**src/rtl/core/rtc_pkg.sv**
```systemverilog
// Shared types for the rigid transform chain: controller commands and status.
// No dependencies; imported by the controller, datapath and top level.
`default_nettype none

package rtc_pkg;

	// Action codes of an input transaction
	localparam logic [1:0] ACT_FORWARD = 2'd0;
	localparam logic [1:0] ACT_INVERSE = 2'd1;
	localparam logic [1:0] ACT_LOAD    = 2'd2;

	// Fixed field widths
	localparam int unsigned INDEX_W = 3;
	localparam int unsigned STEPS_W = 4;
	localparam int unsigned COORD_FRAC = 8;

	// Controller to datapath commands
	typedef struct packed {
		logic       start;     // latch point, clear flags
		logic       inverse;   // direction, sampled with start
		logic       applied;   // any entries in use, sampled with start
		logic       wr_en;     // write table entry from input fields
		logic       rd_en;     // read table entry
		logic       sub_t;     // p <= clip(p - t)
		logic       mul_en;    // products for column mul_sel
		logic [1:0] mul_sel;
		logic       acc_clr;
		logic       acc_en;
		logic       round_en;  // p <= clip(round(acc))
		logic       add_t;     // p <= clip(p + t)
		logic       out_load;
	} rtc_cmd_t;

	// Datapath to controller status
	typedef struct packed {
		logic out_free;
	} rtc_status_t;

endpackage

`default_nettype wire

```
**src/rtl/core/rtc_ctrl.sv**
```systemverilog
// Controller of the rigid transform chain: sequences table reads and the
// multiply, round and translate steps per entry. Depends on rtc_pkg.
`default_nettype none

module rtc_ctrl #(
	parameter int unsigned TABLE_DEPTH = 8,
	parameter int unsigned AW = (TABLE_DEPTH > 1) ? $clog2(TABLE_DEPTH) : 1
) (
	input  wire logic                       clk,
	input  wire logic                       arst_n,
	input  wire logic                       in_valid,
	output logic                            in_stall,
	input  wire logic [1:0]                 action,
	input  wire logic [rtc_pkg::INDEX_W-1:0] entry_index,
	input  wire logic                       cfg_valid,
	output logic                            cfg_ready,
	input  wire logic [rtc_pkg::STEPS_W-1:0] steps_in_use,
	input  wire rtc_pkg::rtc_status_t       status,
	output rtc_pkg::rtc_cmd_t               cmd,
	output logic [AW-1:0]                   wr_addr,
	output logic [AW-1:0]                   rd_addr
);
	import rtc_pkg::*;

	localparam int unsigned CNTW = $clog2(TABLE_DEPTH + 1);

	typedef enum logic [9:0] {
		ST_IDLE = 10'b0000000001,
		ST_READ = 10'b0000000010,
		ST_PREP = 10'b0000000100,
		ST_MUL0 = 10'b0000001000,
		ST_MUL1 = 10'b0000010000,
		ST_MUL2 = 10'b0000100000,
		ST_ACC  = 10'b0001000000,
		ST_RND  = 10'b0010000000,
		ST_ADD  = 10'b0100000000,
		ST_FIN  = 10'b1000000000
	} state_t;

	state_t            state_q, state_d;
	logic [STEPS_W-1:0] steps_q;
	logic [CNTW-1:0]   cnt_q;
	logic [AW-1:0]     entry_q;
	logic              inverse_q;
	logic [6:0]        n_sel;
	logic [6:0]        idx_w;
	logic              accept;
	logic              is_point;
	logic              last;

	assign in_stall  = (state_q != ST_IDLE);
	assign cfg_ready = 1'b1;
	assign accept    = in_valid && !in_stall;
	assign is_point  = (action == ACT_FORWARD) || (action == ACT_INVERSE);
	assign n_sel     = (7'(steps_q) > 7'(TABLE_DEPTH)) ? 7'(TABLE_DEPTH) : 7'(steps_q);
	assign idx_w     = 7'(entry_index);
	assign wr_addr   = idx_w[AW-1:0];
	assign rd_addr   = entry_q;
	assign last      = (cnt_q == CNTW'(1));

	// Configuration register
	always_ff @(posedge clk or negedge arst_n) begin
		if (!arst_n) begin
			steps_q <= '0;
		end else if (cfg_valid && cfg_ready) begin
			steps_q <= steps_in_use;
		end
	end

	// Next state and commands
	always_comb begin
		state_d     = state_q;
		cmd         = '0;
		cmd.inverse = (action == ACT_INVERSE);
		cmd.applied = (n_sel != 7'd0);
		unique case (state_q)
			ST_IDLE: begin
				if (accept && action == ACT_LOAD) begin
					cmd.wr_en = (idx_w < 7'(TABLE_DEPTH));
				end else if (accept && is_point) begin
					cmd.start = 1'b1;
					state_d   = (n_sel == 7'd0) ? ST_FIN : ST_READ;
				end
			end
			ST_READ: begin
				cmd.rd_en = 1'b1;
				state_d   = ST_PREP;
			end
			ST_PREP: begin
				cmd.sub_t = inverse_q;
				state_d   = ST_MUL0;
			end
			ST_MUL0: begin
				cmd.mul_en  = 1'b1;
				cmd.mul_sel = 2'd0;
				cmd.acc_clr = 1'b1;
				state_d     = ST_MUL1;
			end
			ST_MUL1: begin
				cmd.mul_en  = 1'b1;
				cmd.mul_sel = 2'd1;
				cmd.acc_en  = 1'b1;
				state_d     = ST_MUL2;
			end
			ST_MUL2: begin
				cmd.mul_en  = 1'b1;
				cmd.mul_sel = 2'd2;
				cmd.acc_en  = 1'b1;
				state_d     = ST_ACC;
			end
			ST_ACC: begin
				cmd.acc_en = 1'b1;
				state_d    = ST_RND;
			end
			ST_RND: begin
				cmd.round_en = 1'b1;
				if (!inverse_q) begin
					state_d = ST_ADD;
				end else begin
					state_d = last ? ST_FIN : ST_READ;
				end
			end
			ST_ADD: begin
				cmd.add_t = 1'b1;
				state_d   = last ? ST_FIN : ST_READ;
			end
			ST_FIN: begin
				if (status.out_free) begin
					cmd.out_load = 1'b1;
					state_d      = ST_IDLE;
				end
			end
			default: state_d = ST_IDLE;
		endcase
	end

	// State, entry pointer and remaining count
	always_ff @(posedge clk or negedge arst_n) begin
		if (!arst_n) begin
			state_q   <= ST_IDLE;
			cnt_q     <= '0;
			entry_q   <= '0;
			inverse_q <= 1'b0;
		end else begin
			state_q <= state_d;
			if (cmd.start) begin
				inverse_q <= cmd.inverse;
				cnt_q     <= n_sel[CNTW-1:0];
				entry_q   <= cmd.inverse ? AW'(n_sel - 7'd1) : '0;
			end else if ((cmd.add_t || (cmd.round_en && inverse_q)) && !last) begin
				cnt_q   <= cnt_q - CNTW'(1);
				entry_q <= inverse_q ? entry_q - AW'(1) : entry_q + AW'(1);
			end
		end
	end

endmodule

`default_nettype wire

```
**config.mk**
```make
export PLATFORM = sky130hd
export DESIGN_NAME = rtc_ctrl
export DESIGN_NICKNAME = d
export VERILOG_FILES = /design/src/rtl/core/rtc_pkg.sv /design/src/rtl/core/rtc_ctrl.sv
export SDC_FILE = /design/constraint.sdc
export NUM_CORES = 1
export LEC_CHECK = 0
export BUFFER_PORTS_ARGS = -buffer_cell sky130_fd_sc_hd__buf_2
export CORE_MARGIN = 2
export CORE_UTILIZATION = 44
export CTS_CLUSTER_DIAMETER = 120
export DETAILED_ROUTE_END_ITERATION = 8
export HOLD_SLACK_MARGIN = 0.03
export PLACE_DENSITY = 0.68
export SYNTH_ARGS = -nofsm -noshare
export SYNTH_HDL_FRONTEND = slang
export SYNTH_SLANG_ARGS = --single-unit
export TNS_END_PERCENT = 5
```
**constraint.sdc**
```tcl
create_clock -name clk -period 2.33 [get_ports clk]
set_clock_uncertainty 0.2 [all_clocks]
set_input_delay 0.1165 -clock clk [delete_from_list [all_inputs] [get_ports clk]]
set_output_delay 0.1165 -clock clk [all_outputs]
set_load 0.05 [all_outputs]
```
==> results of run 1 <==
[Yosys cell counts, types with 2 or more instances]
| cell type | number | area (um2) |
|---|---|---|
| xnor2_1 | 5 | 43.8 |
| ha_1 | 3 | 37.5 |
| dfrtp_1 | 21 | 526 |
| and3b_2 | 3 | 30.0 |
| nor4_4 | 2 | 42.5 |
| a21oi_1 | 3 | 15.0 |
| mux2_2 | 5 | 56.3 |
| and4_1 | 2 | 17.5 |
| buf_2 | 2 | 10.0 |
| nor3_1 | 4 | 20.0 |
| buf_4 | 5 | 37.5 |
| nor2_1 | 9 | 33.8 |
| nor3b_1 | 6 | 45.0 |
| inv_1 | 8 | 30.0 |
| nand2b_1 | 5 | 31.3 |
| mux2i_1 | 5 | 50.1 |
| o21ai_0 | 4 | 20.0 |
| nand2_1 | 13 | 48.8 |
| and2_1 | 4 | 25.0 |
[metal layers]
layer  GRT usage  vias to the layer above
met2       0.374                       33
met3      0.0331                        2
met1       0.231                      579
li1            -                      578
met4      0.0365                        0
met5           0                        -
[cells by family after synthesis]
family,count (synthesis)
adder cells (fa/ha/maj),4
multiplexers,11
XOR/XNOR,6
flip-flops,22
other,1
AND/OR/NAND/NOR,61
AO/OA/AOI/OAI,18
buffers and inverters,17
[how the worst min path moves through the flow]
stage / start / end / cells past startpoint
floorplan: arst_n / cnt_q[0]$_DFFE_PN0P_ / 0
global placement: arst_n / state_q[4]$_DFFE_PN0P_ / 1
detailed placement: arst_n / state_q[4]$_DFFE_PN0P_ / 1
CTS: entry_index[1] / wr_addr[1] / 0
global route: entry_index[1] / wr_addr[1] / 0
finish: entry_index[1] / wr_addr[1] / 0
[worst reg2reg max path, cell delays in order, from the launching register on]
cell and delay, ns:
dfrtp_1 0.43, buf_4 0.14, buf_4 0.14, nor4b_4 0.35, nand4_4 0.19, a21oi_4 0.30
mux2_1 0.35, o21ai_0 0.14
[final cells by class]
cell class,instances,area (um2),share of cell area
clock buffer,4,36.3,0.0187
inverter,9,33.8,0.0174
multi-input combinational,101,870,0.449
sequential,22,556,0.287
tap,44,55.1,0.0284
timing repair buffer,51,387,0.200
[per-stage QoR]
| step | std cells | setup TNS [ns] |
|---|---|---|
| after floorplan | 140 | -1.30 |
| after global placement | 214 | 0 |
| after detailed placement | 214 | 0 |
| after CTS | 230 | -0.436 |
| after global routing | 231 | -1.39 |
| final | 231 | -0.455 |
[what timing repair did]
action | 4_1_cts | 5_1_grt
gates cloned | 0 | 0
buffers inserted | 1 | 1
resized for setup | 19 | 7
pin swaps | 1 | 6
hold buffers | 11 | 0
endpoints found under the hold margin | 32 | 0
setup endpoints to repair | 9 | 11
[power breakdown]
group | switching, mW | total, mW | internal, mW
Sequential | 0.110 | 0.587 | 0.477
Clock | 0.111 | 0.206 | 0.0953
Combinational | 0.529 | 0.881 | 0.352
[state kept, by name (all words and copies together) (netlist names)]
| signal | count |
|---|---|
| rd_addr | 3 |
| cnt_q | 4 |
| steps_q | 4 |
| inverse_q | 1 |
| state_q | 10 |
==> results_dict.tcl, run 1 <==
set metrics [dict create \
    worst_endpoint_data_arrival_time_ns 2.19 \
    synth_adder_area_share 0.0392 \
    mostFrequentLayoutCells "buf_2, dfrtp_1, buf_4" \
    cp_num_buf_inv 1 \
    slew_viol_final 0 \
    yosys_warnings 0 \
    dp_slack_ns 0.0694 \
    area_growth_syn_to_layout_pct 32.0 \
    flop_and_latch_count_out_of_synthesis 22 \
    detail_route.vias_per_cell 5.16 \
    final-setup-viol-count 4 \
    critical-path-max-stage-delay_ns 0.44 \
    critical-path-slowest-cell "or3b_4" \
    synth-seq-area-share 0.376 \
    grt_first_pass_wirelength_mm 5.52 \
    post_synth_top_flop "dfrtp_1" \
    hold_slack_ns 0.0330 \
    met3RoutedLength_um 135 \
    wl_per_cell_um 14.0 \
    power.leakage_nw 0.860 \
    post-route-util 0.624 \
    post_synth_xor_area_fraction 0.0358 \
    outcome "finished, violations left" \
    synth_enable_flop_cells 0 \
    grt_util_all_layers 0.196 \
    syn-num-nets 158 \
    detailedRoute.firstIterationViolations 71 \
    min-delay-path-class "input pin to primary output" \
    cts.sinks 22 \
    rsz_0062_raised_after_global_routing "yes" \
    placement_rows 20 \
    post_synthesis_share_of_cell_area_spent_on_and_or_nand_and_nor_gates 0.298 \
    grt_pass1_vias 1268 \
    critPathCaptureType "primary output" \
    die_x_um 61.8 \
    gp_congestion 0.780 \
    drt_pass1_iterations 4 \
    synthArstFlopShare 1.00 \
    routed-via-count 1192 \
    fin_area_um2 1940 \
    place_hpwl_mm 2.41 \
    drc_violations_left 0 \
    synth_compound_gate_area_share 0.106 \
    wl_mm 3.23 \
    worst_path_dominant_cell_family "simple AND/OR/NAND/NOR gates" \
    insertedDiodeCount 0 \
    maximum_number_of_pins_on_one_net_before_global_route_repair 23 \
    die_height_um 61.8 \
    r2r_end "rd_addr[1]$_DFFE_PN0P_" \
    cap_violations 0 \
    postLayoutSetupSlackWorst_ns -0.172 \
    io-pin-count 36 \
    detail-route-antenna-nets 0 \
    crit-reg2reg-launch "state_q[6]$_DFFE_PN0P_" \
    period_minus_slack_ns 2.50 \
    postSynthCellCount 140 \
    topRoutingLayerUsed "met4" \
    criticalPathCategory "flop to primary output" \
    cts_max_level 1 \
    main_combinational_cell_family_by_area_after_synthesis "simple AND/OR/NAND/NOR gates" \
    cts_max_path_buffers 2 \
    overflow 0 \
    netlist_area_um2 1470 \
    core_area_um2 3100 \
    finalPower_mw 1.67 \
    dpl_cell_area_um2 1690 \
    final.period_utilization 1.07 \
    design.final.nets 206 \
    cp-endpoint "cmd[7]" \
    grt_antenna_before_repair 0 \
    mean_post_synth_cell_area_um2 10.5 \
    setup.worst_path.start "state_q[6]$_DFFE_PN0P_" \
    metal1_wirelength_mm 1.35 \
    port_buffers 28 \
    regToRegSetupSlack_ns 0.01 \
    worst_ir_drop_vdd_mv 0.584 \
    leading_cell_type_in_the_layout_fill_and_taps_excluded "buf_2" \
    worst_setup_path_start_kind "flop" \
    synth.mux.area_fraction 0.0801 \
    cts_inserted_buffers 3 \
    clk_latency_ns 0.30 \
    timing.fmax_mhz 400 \
    cts_root_buf "clkbuf_4" \
    final.fill_count 264 \
    initial_cell_density_of_the_core 0.473 \
    rr_worst_depth 7 \
    path_depth 6 \
    timing.critical_path.fanout_max 3 \
    cts_tree "done" \
    hold_viol_final 0 \
    unique_cell_type_count_in_the_yosys_netlist 50 \
    drive_gt1_frac 0.401 \
    cp_cell_sequence "nor4_4 -> or3b_4 -> nor3_4 -> and3b_2 -> o21bai_1 -> buf_4" \
    violated_checks "setup timing" \
    cts.reportedPaths.clkPinSlew_ns 0.11 \
    die-area_um2 3810 \
    met2_wirelength_mm 1.73 \
    required_ns 2.01 \
    power.density_cell_area_nw_per_um2 864 \
]
Power figures use the tool's default switching activity.
==> run 2, diff against run 1 <==
MAX_ROUTING_LAYER = met4   (was default)
==> results_dict.tcl, run 2 (synthesized netlist as in run 1, its figures left out) <==
set metrics [dict create \
    detailedRoute.firstIterationViolations 81 \
    core_area_um2 3100 \
    rsz_0062_raised_after_global_routing "yes" \
    cts.reportedPaths.clkPinSlew_ns 0.11 \
    design.final.nets 206 \
    critPathCaptureType "primary output" \
    crit-reg2reg-launch "state_q[6]$_DFFE_PN0P_" \
    outcome "finished, violations left" \
    slew_viol_final 0 \
    cts_tree "done" \
    layout_top_registers "state_q x10, cnt_q x4, steps_q x4" \
    worst_setup_path_start_kind "flop" \
    hold_start "entry_index[1]" \
    drc_violations_left 0 \
    wl_mm 3.23 \
    cts_max_level 1 \
    die_x_um 61.8 \
    die-area_um2 3810 \
    final.period_utilization 1.07 \
    clk_latency_ns 0.30 \
    cap_violations 0 \
    io-pin-count 36 \
    postLayoutSetupSlackWorst_ns -0.172 \
    violated_checks "setup timing" \
    drt_pass1_iterations 4 \
    hold_slack_ns 0.0330 \
    regToRegSetupSlack_ns 0.01 \
    grt_antenna_before_repair 0 \
    criticalPathCategory "flop to primary output" \
    leading_cell_type_in_the_layout_fill_and_taps_excluded "buf_2" \
    final-setup-viol-count 4 \
    drive_gt1_frac 0.401 \
    wl_per_cell_um 14.0 \
    post-route-util 0.624 \
    power.share.combinational 0.527 \
    detail_route.vias_per_cell 5.19 \
    place_hpwl_mm 2.41 \
    routed-via-count 1198 \
    maximum_number_of_pins_on_one_net_before_global_route_repair 23 \
    cts_max_path_buffers 2 \
    port_buffers 28 \
    worst_endpoint_data_arrival_time_ns 2.19 \
    switching_share 0.448 \
    period_minus_slack_ns 2.50 \
    cp_cell_sequence "nor4_4 -> or3b_4 -> nor3_4 -> and3b_2 -> o21bai_1 -> buf_4" \
    power_frac_clock 0.123 \
    timing.fmax_mhz 400 \
    cts.sinks 22 \
    power.density_cell_area_nw_per_um2 864 \
    critical-path-slowest-cell "or3b_4" \
    worst_ir_drop_vdd_mv 0.585 \
    insertedDiodeCount 0 \
    timing.critical_path.fanout_max 3 \
    area_growth_syn_to_layout_pct 32.0 \
    initial_cell_density_of_the_core 0.473 \
    rr_worst_depth 7 \
    largest-register "state_q" \
    switching_power_mw 0.749 \
    grt_first_pass_wirelength_mm 5.52 \
    cts_root_buf "clkbuf_4" \
    mostFrequentLayoutCells "buf_2, dfrtp_1, buf_4" \
    hold_viol_final 0 \
    power_frac_seq 0.351 \
    r2r_end "rd_addr[1]$_DFFE_PN0P_" \
    whs_path_depth 0 \
    largest_register_ffs 10 \
    cts_inserted_buffers 3 \
    min-delay-path-class "input pin to primary output" \
    required_ns 2.01 \
    detail-route-antenna-nets 0 \
    power.leakage_nw 0.860 \
    gp_congestion 0.791 \
    whs_endpoint "wr_addr[1]" \
    grt_util_all_layers 0.202 \
    internal-power_mw 0.924 \
    overflow 0 \
    placement_rows 20 \
    die_height_um 61.8 \
    dp_slack_ns 0.0694 \
    finalPower_mw 1.67 \
    grt_pass1_vias 1268 \
    critical-path-max-stage-delay_ns 0.44 \
]
run 2: cell counts in the layout (fill, tap and decap cells not counted):
No cell type changed its count.
run 2: area by class of cell:
| class | count | area [um2] |
|---|---|---|
| multi-input combinational | 101 | 870 |
| timing repair buffer | 51 | 387 |
| inverter | 9 | 33.8 |
| fill | 264 | 1170 |
| tap | 44 | 55.1 |
| clock buffer | 4 | 36.3 |
| sequential | 22 | 556 |
run 2: power groups by stage:
stage	Clock, mW	Combinational, mW	Sequential [mW]
detailed placement	0	0.803	0.591
CTS	0.215	0.870	0.587
floorplan	0	0.555	0.645
finish	0.205	0.881	0.587
global placement	0	0.777	0.584
global route	0.235	0.969	0.603
run 2: worst max path at each step:
stage	slack [ns]	end	startpoint
5_1_grt	-0.29	cmd[7]	state_q[6]$_DFFE_PN0P_
3_5_place_dp	0.07	cmd[8]	state_q[4]$_DFFE_PN0P_
2_1_floorplan	-0.38	state_q[0]$_DFFE_PN1P_	state_q[2]$_DFFE_PN0P_
3_3_place_gp	0.09	cmd[7]	state_q[6]$_DFFE_PN0P_
6_report	-0.17	cmd[7]	state_q[6]$_DFFE_PN0P_
4_1_cts	-0.15	cmd[7]	state_q[6]$_DFFE_PN0P_
run 2: worst max-delay path: cells and delay by family, from the launching register on:
kind	cells	cell delay, ns
AOI/OAI and AO/OA	1	0.12
buffers and inverters	1	0.22
DFF	1	0.43
and+or+nand+nor	4	1.11
run 2: through the flow:
stage / std cells / area [um2] / TNS, ns
floorplan: 140 / 1480 / -1.30
global placement: 214 / 1690 / 0
detailed placement: 214 / 1690 / 0
CTS: 230 / 1910 / -0.436
global route: 231 / 1940 / -1.40
finish: 231 / 1940 / -0.456
run 2: repair_timing:
item / in CTS / in global routing
buffers inserted: 1 / 1
hold endpoints to repair: 32 / 0
resized for setup: 19 / 7
gates cloned: 0 / 0
endpoints found under the setup margin: 9 / 11
hold buffers: 11 / 0
pin swaps: 1 / 6
run 2: metal layers:
| metal | track usage | share of wire | routed length (um) |
|---|---|---|---|
| met4 | 0.0365 | 0.0031 | 10 |
| met2 | 0.373 | 0.54 | 1730 |
| met5 | - | 0 | 0 |
| met1 | 0.232 | 0.42 | 1340 |
| met3 | 0.0331 | 0.044 | 141 |
==> run 3, diff against run 2 <==
clock period = 3.15 ns   (was 2.33 ns; I/O delays follow)
==> results_dict.tcl, run 3 (synthesized netlist as in run 1, its figures left out) <==
set metrics [dict create \
    cp_cell_sequence "nor4_4 -> or3b_1 -> nor3_1 -> and3b_2 -> o21bai_1 -> buf_2" \
    critPathCaptureType "primary output" \
    timing.fmax_mhz 363 \
    cts_max_path_buffers 2 \
    criticalPathCategory "flop to primary output" \
    detail_route.vias_per_cell 4.99 \
    final.fill_count 292 \
    detail-route-antenna-nets 0 \
    leading_cell_type_in_the_layout_fill_and_taps_excluded "buf_2" \
    maximum_number_of_pins_on_one_net_before_global_route_repair 23 \
    largest_register_ffs 10 \
    gp_congestion 0.856 \
    slew_viol_final 0 \
    finalPower_mw 1.21 \
    grt_pass1_vias 1054 \
    period_minus_slack_ns 2.76 \
    routed-via-count 1093 \
    design.final.nets 194 \
    top_usage_layer "met2" \
    worst_path_dominant_cell_family "simple AND/OR/NAND/NOR gates" \
    power.leakage_nw 0.795 \
    postLayoutSetupSlackWorst_ns 0.395 \
    cts.reportedPaths.clkPinSlew_ns 0.14 \
    grt_util_all_layers 0.175 \
    core_area_um2 3100 \
    die_height_um 61.8 \
    cts_root_buf "clkbuf_4" \
    fin_area_um2 1770 \
    ctsResizeCount 0 \
    clk_latency_ns 0.31 \
    post-route-util 0.569 \
    placement_rows 20 \
    cp_num_buf_inv 1 \
    detailedRoute.firstIterationViolations 48 \
    timing.critical_path.fanout_max 5 \
    final.period_utilization 0.875 \
    cts_post_setup_buffers_inserted 0 \
    cts_inserted_buffers 3 \
    drt_pass1_iterations 4 \
    place_hpwl_mm 2.13 \
    dp_slack_ns 0.743 \
    outcome "complete, no violations" \
    rsz_0062_raised_after_global_routing "no" \
    worst_ir_drop_vdd_mv 0.445 \
    setup_total_negative_slack_ns 0 \
    die_x_um 61.8 \
    grtUsageMet2 0.275 \
    timing.slew.headroom 0.638 \
    overflow 0 \
    area_growth_syn_to_layout_pct 20.4 \
    drive_gt1_frac 0.297 \
    largest-register "state_q" \
    met1_usage_grt 0.238 \
    critical-path-max-stage-delay_ns 0.48 \
    port_buffers 28 \
    initial_cell_density_of_the_core 0.473 \
    insertedDiodeCount 0 \
    worst_setup_path_start_kind "flop" \
    cts_max_level 1 \
    grt_first_pass_wirelength_mm 4.80 \
    hold_viol_final 0 \
    final-setup-viol-count 0 \
    critical-path-slowest-cell "dfrtp_1" \
    worst_endpoint_data_arrival_time_ns 2.40 \
    mostFrequentLayoutCells "buf_2, dfrtp_1, nand2_1" \
    io-pin-count 36 \
    layout_top_registers "state_q x10, cnt_q x4, steps_q x4" \
    required_ns 2.79 \
    grt_use_met3 0.0248 \
    wl_per_cell_um 12.6 \
    cts_hold_buf 11 \
    die-area_um2 3810 \
    worstMarginPinSlew_ns 0.542 \
    wl_mm 2.76 \
    dpl_cell_area_um2 1600 \
    drc_violations_left 0 \
    cts_tree "done" \
    min-delay-path-class "input pin to asynchronous set/reset pin" \
    grt_antenna_before_repair 0 \
    cts.sinks 22 \
    power.density_cell_area_nw_per_um2 685 \
    cap_violations 0 \
]
[run 3: worst paths after layout]
check                                             from                endpoint  slack (ns)  cells past startpoint
worst max-delay path            state_q[6]$_DFFE_PN0P_                  cmd[7]        0.39                      6
worst min-delay path                            arst_n  state_q[3]$_DFFE_PN0P_        0.12                      2
worst max register to register  state_q[8]$_DFFE_PN0P_  rd_addr[1]$_DFFE_PN0P_        0.89                      5
worst min register to register  steps_q[3]$_DFFE_PN0P_    cnt_q[3]$_DFFE_PN0P_        0.38                      2
max in group asynchronous                       arst_n  steps_q[1]$_DFFE_PN0P_        2.28                      2
min in group clk                        entry_index[1]              wr_addr[1]        0.12                      0
[run 3: metal layers]
metal | wire length (um) | vias up | share of wire
li1 | - | 556 | -
met1 | 1270 | 507 | 0.46
met2 | 1360 | 28 | 0.49
met3 | 111 | 2 | 0.040
met4 | 15 | 0 | 0.0054
met5 | 0 | - | 0
[run 3: metrics by stage]
| step | std cells | hold slack [ns] |
|---|---|---|
| after global routing | 219 | 0.115 |
| after detailed placement | 204 | -0.0522 |
| after floorplan | 140 | -0.338 |
| after global placement | 204 | -0.0554 |
| final | 219 | 0.115 |
| after CTS | 219 | 0.115 |
[run 3: worst reg2reg max path: stages (launching register included)]
cell and delay, ns:
dfrtp_1 0.48, nor4_4 0.45, nand4_4 0.21, a21oi_4 0.31
mux2_1 0.34, o21ai_0 0.18
[run 3: cell type report]
cell class / instances / area (um2) / share of cell area
clock inverters: 1 / 30.0 / 0.0170
well taps: 44 / 55.1 / 0.0312
multi-input cells: 101 / 823 / 0.466
clock buffers: 3 / 22.5 / 0.0127
flip-flops and latches: 22 / 552 / 0.312
repair buffers: 39 / 250 / 0.142
inverters: 9 / 33.8 / 0.0191
[run 3: power by group]
part	switching (mW)	internal [mW]	total, mW
Combinational	0.362	0.202	0.564
Sequential	0.0790	0.352	0.431
Clock	0.0874	0.129	0.216
Total	0.528	0.682	1.21
